==> src/rtl/rhc_pkg.sv <==
`default_nettype none
package rhc_pkg;

  localparam int unsigned CompW = 8;
  localparam int unsigned NumW  = 24;
  localparam int unsigned QuoW  = 16;
  localparam int unsigned MaskW = 13;

  // value = 10000*max/255 as a multiply by ceil(2^30/255) and a shift by 30
  localparam int unsigned RecipW   = 23;
  localparam int unsigned ValShift = 30;
  localparam logic [RecipW-1:0] ValRecip = 23'd4210753;

  // dividend/divisor pairs handed from the front to the divider pipeline
  typedef struct packed {
    logic [NumW-1:0]  hue_num;
    logic [CompW-1:0] hue_den;
    logic [NumW-1:0]  sat_num;
    logic [CompW-1:0] sat_den;
    logic [NumW-1:0]  val_num;
  } div_job_t;

endpackage
`default_nettype wire

==> src/rtl/rgb_to_hsv_color_classifier_unit.sv <==
`default_nettype none
// channel   direction  ports
// command   in         start, busy, red_i, green_i, blue_i
// result    out        valid_o, hue_o, saturation_o, brightness_o, color_mask_o
//
// One pixel per clock. An accepted pixel passes the front register, a queue
// slot, the divider entry, the 16-stage bit-per-stage divider pipeline and
// the output register, and then the result strobe rises. Reset empties the
// front register, the two-entry queue and all
// stage valids. The result side cannot stall; the back end drains the queue
// every cycle, so busy stays low in normal operation.
module rgb_to_hsv_color_classifier_unit (
  input  wire logic        clk_i,
  input  wire logic        rst_ni,
  input  wire logic        start,
  output logic             busy,
  input  wire logic [7:0]  red_i,
  input  wire logic [7:0]  green_i,
  input  wire logic [7:0]  blue_i,
  output logic             valid_o,
  output logic [15:0]      hue_o,
  output logic [13:0]      saturation_o,
  output logic [13:0]      brightness_o,
  output logic [12:0]      color_mask_o
);
  import rhc_pkg::*;

  logic     push, full, pop;
  div_job_t fjob, qjob;

  rhc_front u_front (
    .clk_i, .rst_ni, .start, .busy, .red_i, .green_i, .blue_i,
    .push_o(push), .job_o(fjob), .full_i(full)
  );

  rhc_queue u_queue (
    .clk_i, .rst_ni, .push_i(push), .job_i(fjob),
    .full_o(full), .pop_o(pop), .job_o(qjob)
  );

  rhc_back u_back (
    .clk_i, .rst_ni, .pop_i(pop), .job_i(qjob),
    .valid_o, .hue_o, .saturation_o, .brightness_o, .color_mask_o
  );

  a_hue_range: assert property (@(posedge clk_i) disable iff (!rst_ni)
    valid_o |-> hue_o < 16'd36000) else $error("hue out of range");
  a_sat_range: assert property (@(posedge clk_i) disable iff (!rst_ni)
    valid_o |-> saturation_o <= 14'd10000) else $error("saturation out of range");
  a_black_dark: assert property (@(posedge clk_i) disable iff (!rst_ni)
    (valid_o && brightness_o > 14'd1000) |-> !color_mask_o[0])
    else $error("black set on lit pixel");

endmodule
`default_nettype wire

==> src/rtl/rhc_front.sv <==
`default_nettype none
module rhc_front (
  input  wire logic                   clk_i,
  input  wire logic                   rst_ni,
  input  wire logic                   start,
  output logic                        busy,
  input  wire logic [7:0]             red_i,
  input  wire logic [7:0]             green_i,
  input  wire logic [7:0]             blue_i,
  output logic                        push_o,
  output rhc_pkg::div_job_t           job_o,
  input  wire logic                   full_i
);
  import rhc_pkg::*;

  logic             valid_q, valid_d;
  div_job_t         job_q, job_d;
  logic [CompW-1:0] mx, mn, d;
  logic             accept;

  assign busy   = valid_q && full_i;
  assign accept = start && !busy;
  assign push_o = valid_q && !full_i;
  assign job_o  = job_q;

  always_comb begin
    mx = red_i;
    mn = red_i;
    if (green_i > mx) mx = green_i;
    if (blue_i > mx) mx = blue_i;
    if (green_i < mn) mn = green_i;
    if (blue_i < mn) mn = blue_i;
    d = mx - mn;

    job_d = '0;
    job_d.hue_den = 8'd1;
    if (d != '0) begin
      job_d.hue_den = d;
      if (red_i >= green_i && red_i >= blue_i) begin
        if (green_i >= blue_i) begin
          job_d.hue_num = NumW'(24'd6000 * NumW'(green_i - blue_i));
        end else begin
          job_d.hue_num = NumW'(24'd36000 * NumW'(d) - 24'd6000 * NumW'(blue_i - green_i));
        end
      end else if (green_i >= blue_i) begin
        // blue may sit below red here; the sum stays non-negative
        job_d.hue_num = NumW'(24'd12000 * NumW'(d) + 24'd6000 * NumW'(blue_i)
                              - 24'd6000 * NumW'(red_i));
      end else begin
        job_d.hue_num = NumW'(24'd24000 * NumW'(d) + 24'd6000 * NumW'(red_i)
                              - 24'd6000 * NumW'(green_i));
      end
    end
    job_d.sat_den = (mx == '0) ? 8'd1 : mx;
    job_d.sat_num = NumW'(24'd10000 * NumW'(d));
    job_d.val_num = NumW'(24'd10000 * NumW'(mx));
  end

  always_comb begin
    valid_d = valid_q;
    if (accept) valid_d = 1'b1;
    else if (push_o) valid_d = 1'b0;
  end

  always_ff @(posedge clk_i or negedge rst_ni) begin
    if (!rst_ni) begin
      valid_q <= 1'b0;
    end else begin
      valid_q <= valid_d;
    end
  end

  always_ff @(posedge clk_i) begin
    if (accept) job_q <= job_d;
  end

endmodule
`default_nettype wire

==> src/rtl/rhc_queue.sv <==
`default_nettype none
module rhc_queue (
  input  wire logic          clk_i,
  input  wire logic          rst_ni,
  input  wire logic          push_i,
  input  rhc_pkg::div_job_t  job_i,
  output logic               full_o,
  output logic               pop_o,
  output rhc_pkg::div_job_t  job_o
);
  import rhc_pkg::*;

  div_job_t   mem_q [0:1];
  logic       wr_q, rd_q;
  logic [1:0] cnt_q, cnt_d;

  assign full_o = (cnt_q == 2'd2);
  // the back end never stalls: drain every cycle
  assign pop_o  = (cnt_q != 2'd0);
  assign job_o  = mem_q[rd_q];

  always_comb begin
    cnt_d = cnt_q;
    if (push_i && !pop_o) cnt_d = cnt_q + 2'd1;
    else if (!push_i && pop_o) cnt_d = cnt_q - 2'd1;
  end

  always_ff @(posedge clk_i or negedge rst_ni) begin
    if (!rst_ni) begin
      cnt_q <= 2'd0;
      wr_q  <= 1'b0;
      rd_q  <= 1'b0;
    end else begin
      cnt_q <= cnt_d;
      if (push_i) wr_q <= ~wr_q;
      if (pop_o) rd_q <= ~rd_q;
    end
  end

  always_ff @(posedge clk_i) begin
    if (push_i) mem_q[wr_q] <= job_i;
  end

endmodule
`default_nettype wire

==> src/rtl/rhc_back.sv <==
`default_nettype none
module rhc_back (
  input  wire logic          clk_i,
  input  wire logic          rst_ni,
  input  wire logic          pop_i,
  input  rhc_pkg::div_job_t  job_i,
  output logic               valid_o,
  output logic [15:0]        hue_o,
  output logic [13:0]        saturation_o,
  output logic [13:0]        brightness_o,
  output logic [12:0]        color_mask_o
);
  import rhc_pkg::*;

  logic             vld_q [0:QuoW];
  logic [NumW-1:0]  hr_q  [0:QuoW];
  logic [NumW-1:0]  sr_q  [0:QuoW];
  logic [CompW-1:0] hd_q  [0:QuoW];
  logic [CompW-1:0] sd_q  [0:QuoW];
  logic [QuoW-1:0]  hq_q  [0:QuoW];
  logic [QuoW-1:0]  sq_q  [0:QuoW];
  logic [QuoW-1:0]  vq_q  [0:QuoW];

  logic [NumW+RecipW-1:0] vprod;
  logic [15:0]      h;
  logic [13:0]      s, v;
  logic [MaskW-1:0] mask;
  logic             lit, chroma;

  // divide by the full scale through the reciprocal
  assign vprod = (NumW+RecipW)'(job_i.val_num) * (NumW+RecipW)'(ValRecip);

  always_ff @(posedge clk_i or negedge rst_ni) begin
    if (!rst_ni) begin
      vld_q[0] <= 1'b0;
    end else begin
      vld_q[0] <= pop_i;
    end
  end

  always_ff @(posedge clk_i) begin
    hr_q[0] <= job_i.hue_num;
    sr_q[0] <= job_i.sat_num;
    hd_q[0] <= job_i.hue_den;
    sd_q[0] <= job_i.sat_den;
    hq_q[0] <= '0;
    sq_q[0] <= '0;
    vq_q[0] <= vprod[ValShift +: QuoW];
  end

  // one restoring quotient bit per stage, most significant first
  for (genvar g = 0; g < QuoW; g++) begin : g_stage
    localparam int unsigned Sh = QuoW - 1 - g;
    logic [NumW-1:0] hden, sden;
    logic            hb, sb;

    always_comb begin
      hden = NumW'(hd_q[g]) << Sh;
      sden = NumW'(sd_q[g]) << Sh;
      hb   = hr_q[g] >= hden;
      sb   = sr_q[g] >= sden;
    end

    always_ff @(posedge clk_i or negedge rst_ni) begin
      if (!rst_ni) begin
        vld_q[g+1] <= 1'b0;
      end else begin
        vld_q[g+1] <= vld_q[g];
      end
    end

    always_ff @(posedge clk_i) begin
      hr_q[g+1] <= hb ? hr_q[g] - hden : hr_q[g];
      sr_q[g+1] <= sb ? sr_q[g] - sden : sr_q[g];
      hd_q[g+1] <= hd_q[g];
      sd_q[g+1] <= sd_q[g];
      hq_q[g+1] <= {hq_q[g][QuoW-2:0], hb};
      sq_q[g+1] <= {sq_q[g][QuoW-2:0], sb};
      vq_q[g+1] <= vq_q[g];
    end
  end

  always_comb begin
    h      = hq_q[QuoW];
    s      = sq_q[QuoW][13:0];
    v      = vq_q[QuoW][13:0];
    lit    = v >= 14'd1000;
    chroma = s >= 14'd1500;
    mask   = '0;
    mask[0]  = v <= 14'd1000;
    mask[1]  = s <= 14'd1500 && v >= 14'd6500;
    mask[2]  = s <= 14'd1500 && lit && v <= 14'd6500;
    mask[3]  = (h <= 16'd1100 || h >= 16'd35100) && s >= 14'd7000 && lit;
    mask[4]  = h >= 16'd31000 && h <= 16'd35100 && chroma && lit;
    mask[5]  = h >= 16'd1100 && h <= 16'd4500 && chroma && v >= 14'd7500;
    mask[6]  = h >= 16'd1100 && h <= 16'd4500 && chroma && lit && v <= 14'd7500;
    mask[7]  = h >= 16'd4500 && h <= 16'd6400 && chroma && lit;
    mask[8]  = h >= 16'd6400 && h <= 16'd15000 && chroma && lit;
    mask[9]  = h >= 16'd15000 && h <= 16'd18000 && chroma && lit;
    mask[10] = h >= 16'd18000 && h <= 16'd25500 && chroma && lit;
    mask[11] = h >= 16'd25500 && h <= 16'd31000 && s >= 14'd5000 && lit;
    mask[12] = h >= 16'd25500 && h <= 16'd31000 && chroma && s <= 14'd5000 && lit;
  end

  always_ff @(posedge clk_i or negedge rst_ni) begin
    if (!rst_ni) begin
      valid_o <= 1'b0;
    end else begin
      valid_o <= vld_q[QuoW];
    end
  end

  always_ff @(posedge clk_i) begin
    hue_o        <= h;
    saturation_o <= s;
    brightness_o <= v;
    color_mask_o <= mask;
  end

endmodule
`default_nettype wire

==> config.mk <==
export PLATFORM = sky130hd
export DESIGN_NAME = rgb_to_hsv_color_classifier_unit
export DESIGN_NICKNAME = d
export VERILOG_FILES = /design/src/rtl/rhc_pkg.sv /design/src/rtl/rgb_to_hsv_color_classifier_unit.sv /design/src/rtl/rhc_front.sv /design/src/rtl/rhc_queue.sv /design/src/rtl/rhc_back.sv
export SDC_FILE = /design/constraint.sdc
export NUM_CORES = 2
export LEC_CHECK = 0
export BUFFER_PORTS_ARGS = -buffer_cell sky130_fd_sc_hd__buf_2
export CORE_MARGIN = 3
export CORE_UTILIZATION = 50
export CTS_CLUSTER_SIZE = 20
export DETAILED_ROUTE_END_ITERATION = 12
export GPL_ROUTABILITY_DRIVEN = 0
export PLACE_DENSITY = 0.62
export SLEW_MARGIN = 20
export SYNTH_ARGS = -nofsm -noshare
export SYNTH_HDL_FRONTEND = slang
export SYNTH_SLANG_ARGS = --single-unit
==> constraint.sdc <==
create_clock -name clk_i -period 14.3 [get_ports clk_i]
set_clock_uncertainty 0.15 [all_clocks]
set_input_delay 0.715 -clock clk_i [delete_from_list [all_inputs] [get_ports clk_i]]
set_output_delay 0.715 -clock clk_i [all_outputs]
set_load 0.005 [all_outputs]
**Word-level counts from Yosys, hierarchy flattened**

Memory sizes are Yosys's and may differ from the RTL's.
Index checks and enable logic that the tools add are counted.

- Register bits: 156
- RAM bits: 2056
- Input bits: 27
- Output and inout port bits: 59
- Word-level logic and storage cells: 253
- Memories: 8

Memory list:

| memory | depth | width | rd ports | clocked after Yosys merged registers in | wr ports | RTL line | source |
|---|---|---|---|---|---|---|---|
| u_back.hr_q | 17 | 24 | 16 | 0 | 17 | rhc_back.sv:16 | `logic [NumW-1:0] hr_q [0:QuoW];` |
| u_back.sr_q | 17 | 24 | 16 | 0 | 17 | rhc_back.sv:17 | `logic [NumW-1:0] sr_q [0:QuoW];` |
| u_back.hq_q | 17 | 16 | 17 | 0 | 17 | rhc_back.sv:20 | `logic [QuoW-1:0] hq_q [0:QuoW];` |
| u_back.sq_q | 17 | 16 | 17 | 0 | 17 | rhc_back.sv:21 | `logic [QuoW-1:0] sq_q [0:QuoW];` |
| u_back.vq_q | 17 | 16 | 17 | 0 | 17 | rhc_back.sv:22 | `logic [QuoW-1:0] vq_q [0:QuoW];` |
| u_queue.mem_q | 2 | 76 | 1 | 0 | 1 | rhc_queue.sv:13 | `div_job_t mem_q [0:1];` |
| 2 more memories | -- | -- | -- | -- | -- | -- |  |

- Add/subtract/negate cells: 42
- Multipliers: 11
- Order comparisons: 66
- Equality and inequality tests: 1
- Multiplexer cells: 45
- Bitwise gates (word level): 2
- Reduce and logical (&&, ||, !) cells: 47

Operator list:

| operator | count |
|---|---|
| 24-bit two-way mux | 35 |
| 24-bit by 21-bit subtractor with 24-bit output | 4 |
| 9-bit by 8-bit multiplier with 17-bit output, first input constant | 5 |
| 14-bit by 13-bit greater-or-equal comparator with 1-bit output, second input constant | 4 |
| 16-bit by 15-bit greater-or-equal comparator with 1-bit output, second input constant | 3 |
| 24-bit by 10-bit greater-or-equal comparator with 1-bit output | 2 |
| 24-bit by 11-bit greater-or-equal comparator with 1-bit output | 2 |
| 24-bit by 12-bit greater-or-equal comparator with 1-bit output | 2 |
| 24-bit by 13-bit greater-or-equal comparator with 1-bit output | 2 |
| 24-bit by 14-bit greater-or-equal comparator with 1-bit output | 2 |
| 24-bit by 15-bit greater-or-equal comparator with 1-bit output | 2 |
| 24-bit by 16-bit greater-or-equal comparator with 1-bit output | 2 |
| 24-bit by 17-bit greater-or-equal comparator with 1-bit output | 2 |
| 24-bit by 18-bit greater-or-equal comparator with 1-bit output | 2 |
| 24-bit by 19-bit greater-or-equal comparator with 1-bit output | 2 |
| 24-bit by 20-bit greater-or-equal comparator with 1-bit output | 2 |
| 24-bit by 21-bit greater-or-equal comparator with 1-bit output | 2 |
| 24-bit by 22-bit greater-or-equal comparator with 1-bit output | 2 |
| 24-bit by 23-bit greater-or-equal comparator with 1-bit output | 2 |
| 24-bit by 8-bit greater-or-equal comparator with 1-bit output | 2 |
| 24-bit by 9-bit greater-or-equal comparator with 1-bit output | 2 |
| 16-bit by 15-bit less-or-equal comparator with 1-bit output, second input constant | 3 |
| 9-bit by 24-bit multiplier with 20-bit output, first input constant | 2 |
| 24-bit by 10-bit subtractor with 24-bit output | 2 |
| 51 further kinds | 124 |

**Depth between registers and ports, before layout**

- Word-level depth: 10
- Mapped depth: 61

**By module**

A second synthesis with hierarchy kept.

- Cell total of the unflattened synthesis: 7607
- Area, all modules: 83095.9 µm²

By module, submodules not included:

| module | instances | cells an instance | area each (µm²) | seq. area each (µm²) |
|---|---|---|---|---|
| rhc_back | 1 | 4980 | 54930.2 | 31680.4 |
| rhc_front | 1 | 2337 | 21597.0 | 2187.1 |
| rhc_queue | 1 | 290 | 6568.8 | 5385.2 |

**Least setup slack after synthesis**

OpenSTA, ideal clock, no wires.

- Path type: input-to-reg
- From: input red_i[1]
- To: register u_front.job_q (netlist bit u_front.job_o[86]), data pin
- Arrival: 11.973 ns
- Data required time: 13.889 ns
- Setup slack: 1.916 ns
- Cell stages on the path: 55
- Buffers on the path: 2
- Cell sequence: inv_1 > ha_1 > nor2b_1 > o211ai_1 > a21oi_2 > o22ai_2 > clkbuf_1 > nor2_1 > a21oi_1 > ha_1 > a21o_1 > a21oi_1 > o21ai_1 > a32oi_1 > nand2_1 > clkbuf_1 > o21ai_0 > ha_1 > [19 not listed] > a21oi_1 > o21bai_1 > a2111oi_0 > or3_1 > xnor2_1 > ha_1 > nand3_1 > nor2b_1 > nor3b_1 > xnor2_1 > ha_1 > nor3_1 > a211o_1 > o21ai_0 > xnor2_1 > o211ai_1 > o211ai_1 > a21oi_1

- Word-level cells in the longest chain between the ends: 10
- Elaborated cells on any way between the ends: 25
- Classes of those cells: 6 x add/sub; 4 x mul; 6 x order compare; 7 x mux; 2 x reduce/logical

Ends and longest elaborated chain:

| item | RTL line | source |
|---|---|---|
| start, declared | rgb_to_hsv_color_classifier_unit.sv:17 | `input wire logic [7:0] red_i,` |
| 8-bit greater-than comparator or 8-bit < comparator (tied branches) | rhc_front.sv:29, rhc_front.sv:31 |  |
| 8-bit two-way mux, on equally long branches | rhc_front.sv:29, rhc_front.sv:31 |  |
| 8-bit greater-than comparator or 8-bit < comparator (tied branches) | rhc_front.sv:30, rhc_front.sv:32 |  |
| 8-bit two-way mux, on equally long branches | rhc_front.sv:30, rhc_front.sv:32 |  |
| 8-bit subtractor * | rhc_front.sv:33 | `d = mx - mn;` |
| via u_front.d[6] | rhc_front.sv:18 | `logic [CompW-1:0] mx, mn, d;` |
| 9-bit by 8-bit multiplier with 17-bit output | rhc_front.sv:47, rhc_front.sv:50 |  |
| 23-bit by 21-bit adder with 24-bit output or 22-bit by 21-bit adder with 23-bit output (tied branches) | rhc_front.sv:50, rhc_front.sv:47 |  |
| 24-bit by 21-bit subtractor with 24-bit output, on equally long branches | rhc_front.sv:51, rhc_front.sv:48 |  |
| 24-bit two-way mux | rhc_front.sv:45 | `end else if (green_i >= blue_i) begin` |
| 24-bit two-way mux | rhc_front.sv:39 | `if (red_i >= green_i && red_i >= blue_i) begin` |
| end signal, assigned | rhc_front.sv:74 | `if (accept) job_q <= job_d;` |
| end, declared | rhc_front.sv:17 | `div_job_t job_q, job_d;` |

The timed path passes the listed nets; every way through them passes the cells marked *.
A chain may end at the register's enable or synchronous reset.

**Worst setup path in the final report**

Same ends and word-level chain as after synthesis.

==> metrics.cfg <==
[outcome]
status=finished, final reports clean

[layout]
final_core_util=0.562
fin_area_um2=84600
num-nets-final=8376
drive_above_1_share=0.0668
syn_to_final_growth_pct=11.1
antenna_cells=0

[setup_path]
required_ps=14650
end_kind=flip-flop
crit_family=compound AO/OA/AOI/OAI gates
critPathMaxFanout=22
cp_slowest_stage_delay_ps=640
crit_arrival_ps=13460
path_buf_inv=6
cp_slowest_cell=a2111oi_0
worstSetupPathType=in -> reg
start_kind=primary input
cp_common_cell=ha_1

[cts]
cts.sinks=1681
cts_tree=yes
clk_pin_slew_ps=60
cts_root_buf=clkbuf_16
clockBufferDepth=3
cts_htree_levels=4
worst_skew_pair.late_latency_ps=760
numCtsBuffers=161

[sta]
rsz0062_at_grt=no
tns_ps=0
finalCriticalPeriod_ps=13110
fmax_mhz=76.3
hold_violations=0
setup_viol=0
fin_crit_sh=0.917
fin_ws_ps=1190
maxSlewHeadroom=0.296
final_max_slew_viol_count=0
worst_slew_pin_slew_ps=1050

[detailed_routing]
vias=47330
vias_per_cell=5.04
drcViolationCount=0
wire_per_inst_um=15.4
ant_nets=0
wl_um=144000
drtPass1Iterations=7
drt_iter0_drc=1985

[logic_synthesis]
synth.area.top_cells=dfxtp_1 (38%), ha_1 (14%), edfxtp_1 (8.5%)
synth-seq-cells=1681
avgSynthCellArea_um2=10.8
synthesis.nets=8188
synth.distinct_cells=90
synth_area_leader_cell=dfxtp_1
async_reset_ff_frac=0.0137
syn-cell-area_um2=76200
synth_edf_count=216
synth_warnings=0
ys.flop_type=dfxtp_1
yosysSeqAreaShare=0.472
synth_top_area_frac=0.379
syn_inst=7062

[global_routing]
antenna_found_initial=0
grt_max_degree=61
overflow=0
grt_usage=0.186
grt_pass1_wl_um=239000
grt_pass1_vias=48581

[die]
fp-row-count=142
die_w_um=396
start_util=0.506
io_pins=86
die_y_um=396
coreArea_um2=151000
die_area_um2=157000

[placed_design]
hpwl_um=115000
place_ws_ps=343
postPlaceCellArea_um2=79000
numPortBuffers=85

[run]
maxCapViolations=0

[worst_hold_path]
hp-class=reg -> reg

-- cells by family (layout without fill, tap and decap cells) --
kind of cell,after synthesis,count (layout),share of synthesized area
flip-flops,1681,1681,0.472
buffers and inverters,989,1308,0.0490
XOR/XNOR,573,573,0.0660
AO/OA/AOI/OAI,1191,1191,0.0969
multiplexers,119,119,0.0169
AND/OR/NAND/NOR,1410,1410,0.0936
adder cells (fa/ha/maj),1099,1099,0.206
-- synth_stat cells (all sizes together), types with 6 or more instances --
cell     number
a221oi        7
nand2b      126
dfrtp        23
o211ai       12
nand2       282
fa          259
buf          14
nor2b        94
nor4        101
a211o        14
mux2i        41
and3         20
a21o        211
o21a         31
a21boi       13
inv         900
or4          26
o31ai        22
nor4b        21
or2          15
nor3        124
nor2        385
or3          30
edfxtp      216
nand3        63
o41ai         6
a21oi       404
and2         26
mux2         78
xnor2       343
xor2        230
clkbuf       75
o21ai       272
dfxtp      1442
ha          840
a211oi       36
a2111oi      13
o21bai       73
nand3b       10
nand4        54
nor3b        12
nand4b        8
a31oi        31
a41oi         6
-- metal layers --
layer | GRT usage | share of wire | vias to the layer above
met4 | 0.0936 | 0.050 | 0
met5 | 0 | 0 | -
li1 | - | - | 24266
met1 | 0.215 | 0.42 | 22056
met3 | 0.0271 | 0.033 | 299
met2 | 0.336 | 0.50 | 709
-- stage by stage --
stage               hold slack [ps]  cells
floorplan                       160   7062
global placement                160   9101
detailed placement              162   9101
CTS                             157   9397
global route                    166   9397
finish                          163   9397
-- cell type report --
class	count	area, um^2
repair buffers	114	648
fillers	13093	66000
multi-input cells	4392	36600
inverters	900	3380
well taps	2016	2520
clock buffers	235	4780
flip-flops and latches	1681	35900
clock inverters	59	803
-- state kept, by name, summed over array words and instances, names as in the netlist, 72 cells and up --
signal and flops:
u_back.sq_q 105, u_queue.mem_q 144, u_back.hd_q 128, u_back.hr_q 326, u_back.hq_q 136, u_front.job_o 72, u_back.sd_q 128, u_back.vq_q 238
u_back.sr_q 324
-- path summary, 6_finish.rpt --
| kind | cells after the start | endpoint | slack (ps) | start |
|---|---|---|---|---|
| max | 55 | u_front.job_o[86] | 1190 | red_i[1] |
| min | 0 | u_back.vq_q[0][147] | 160 | u_back.vq_q[0][131] |
| max reg2reg | 23 | u_back.vq_q[0][13] | 7860 | u_queue.rd_q |
| min reg2reg | 0 | u_back.vq_q[0][147] | 160 | u_back.vq_q[0][131] |
| max in group asynchronous | 2 | u_queue.rd_q | 13310 | rst_ni |
| min in group asynchronous | 2 | u_back.vld_q[16] | 320 | rst_ni |
-- timing repair --
action | CTS | global route
resized for setup | 0 | 3
setup endpoints to repair | 0 | 2
setup buffers | 0 | 0
hold endpoints to repair | 24 | 0
hold buffers | 2 | 0
-- cell usage in the layout (no fill, tap or decap), drive strengths merged, types with 36 or more instances in the layout --
cell type  instances
inv              905
a21o             211
clkinv            36
nor3             124
nand2            282
edfxtp           216
mux2              78
ha               840
a21oi            404
o21bai            73
nor2b             94
nand3             63
nand4             54
xnor2            343
clkbuf           235
fa               259
o21ai            272
buf              112
dfxtp           1442
mux2i             41
nor4             101
xor2             230
nand2b           126
nor2             385
a211oi            36
Power is not shown: default switching activity piles up to over one toggle a cycle in this logic, so the estimate is an artifact.
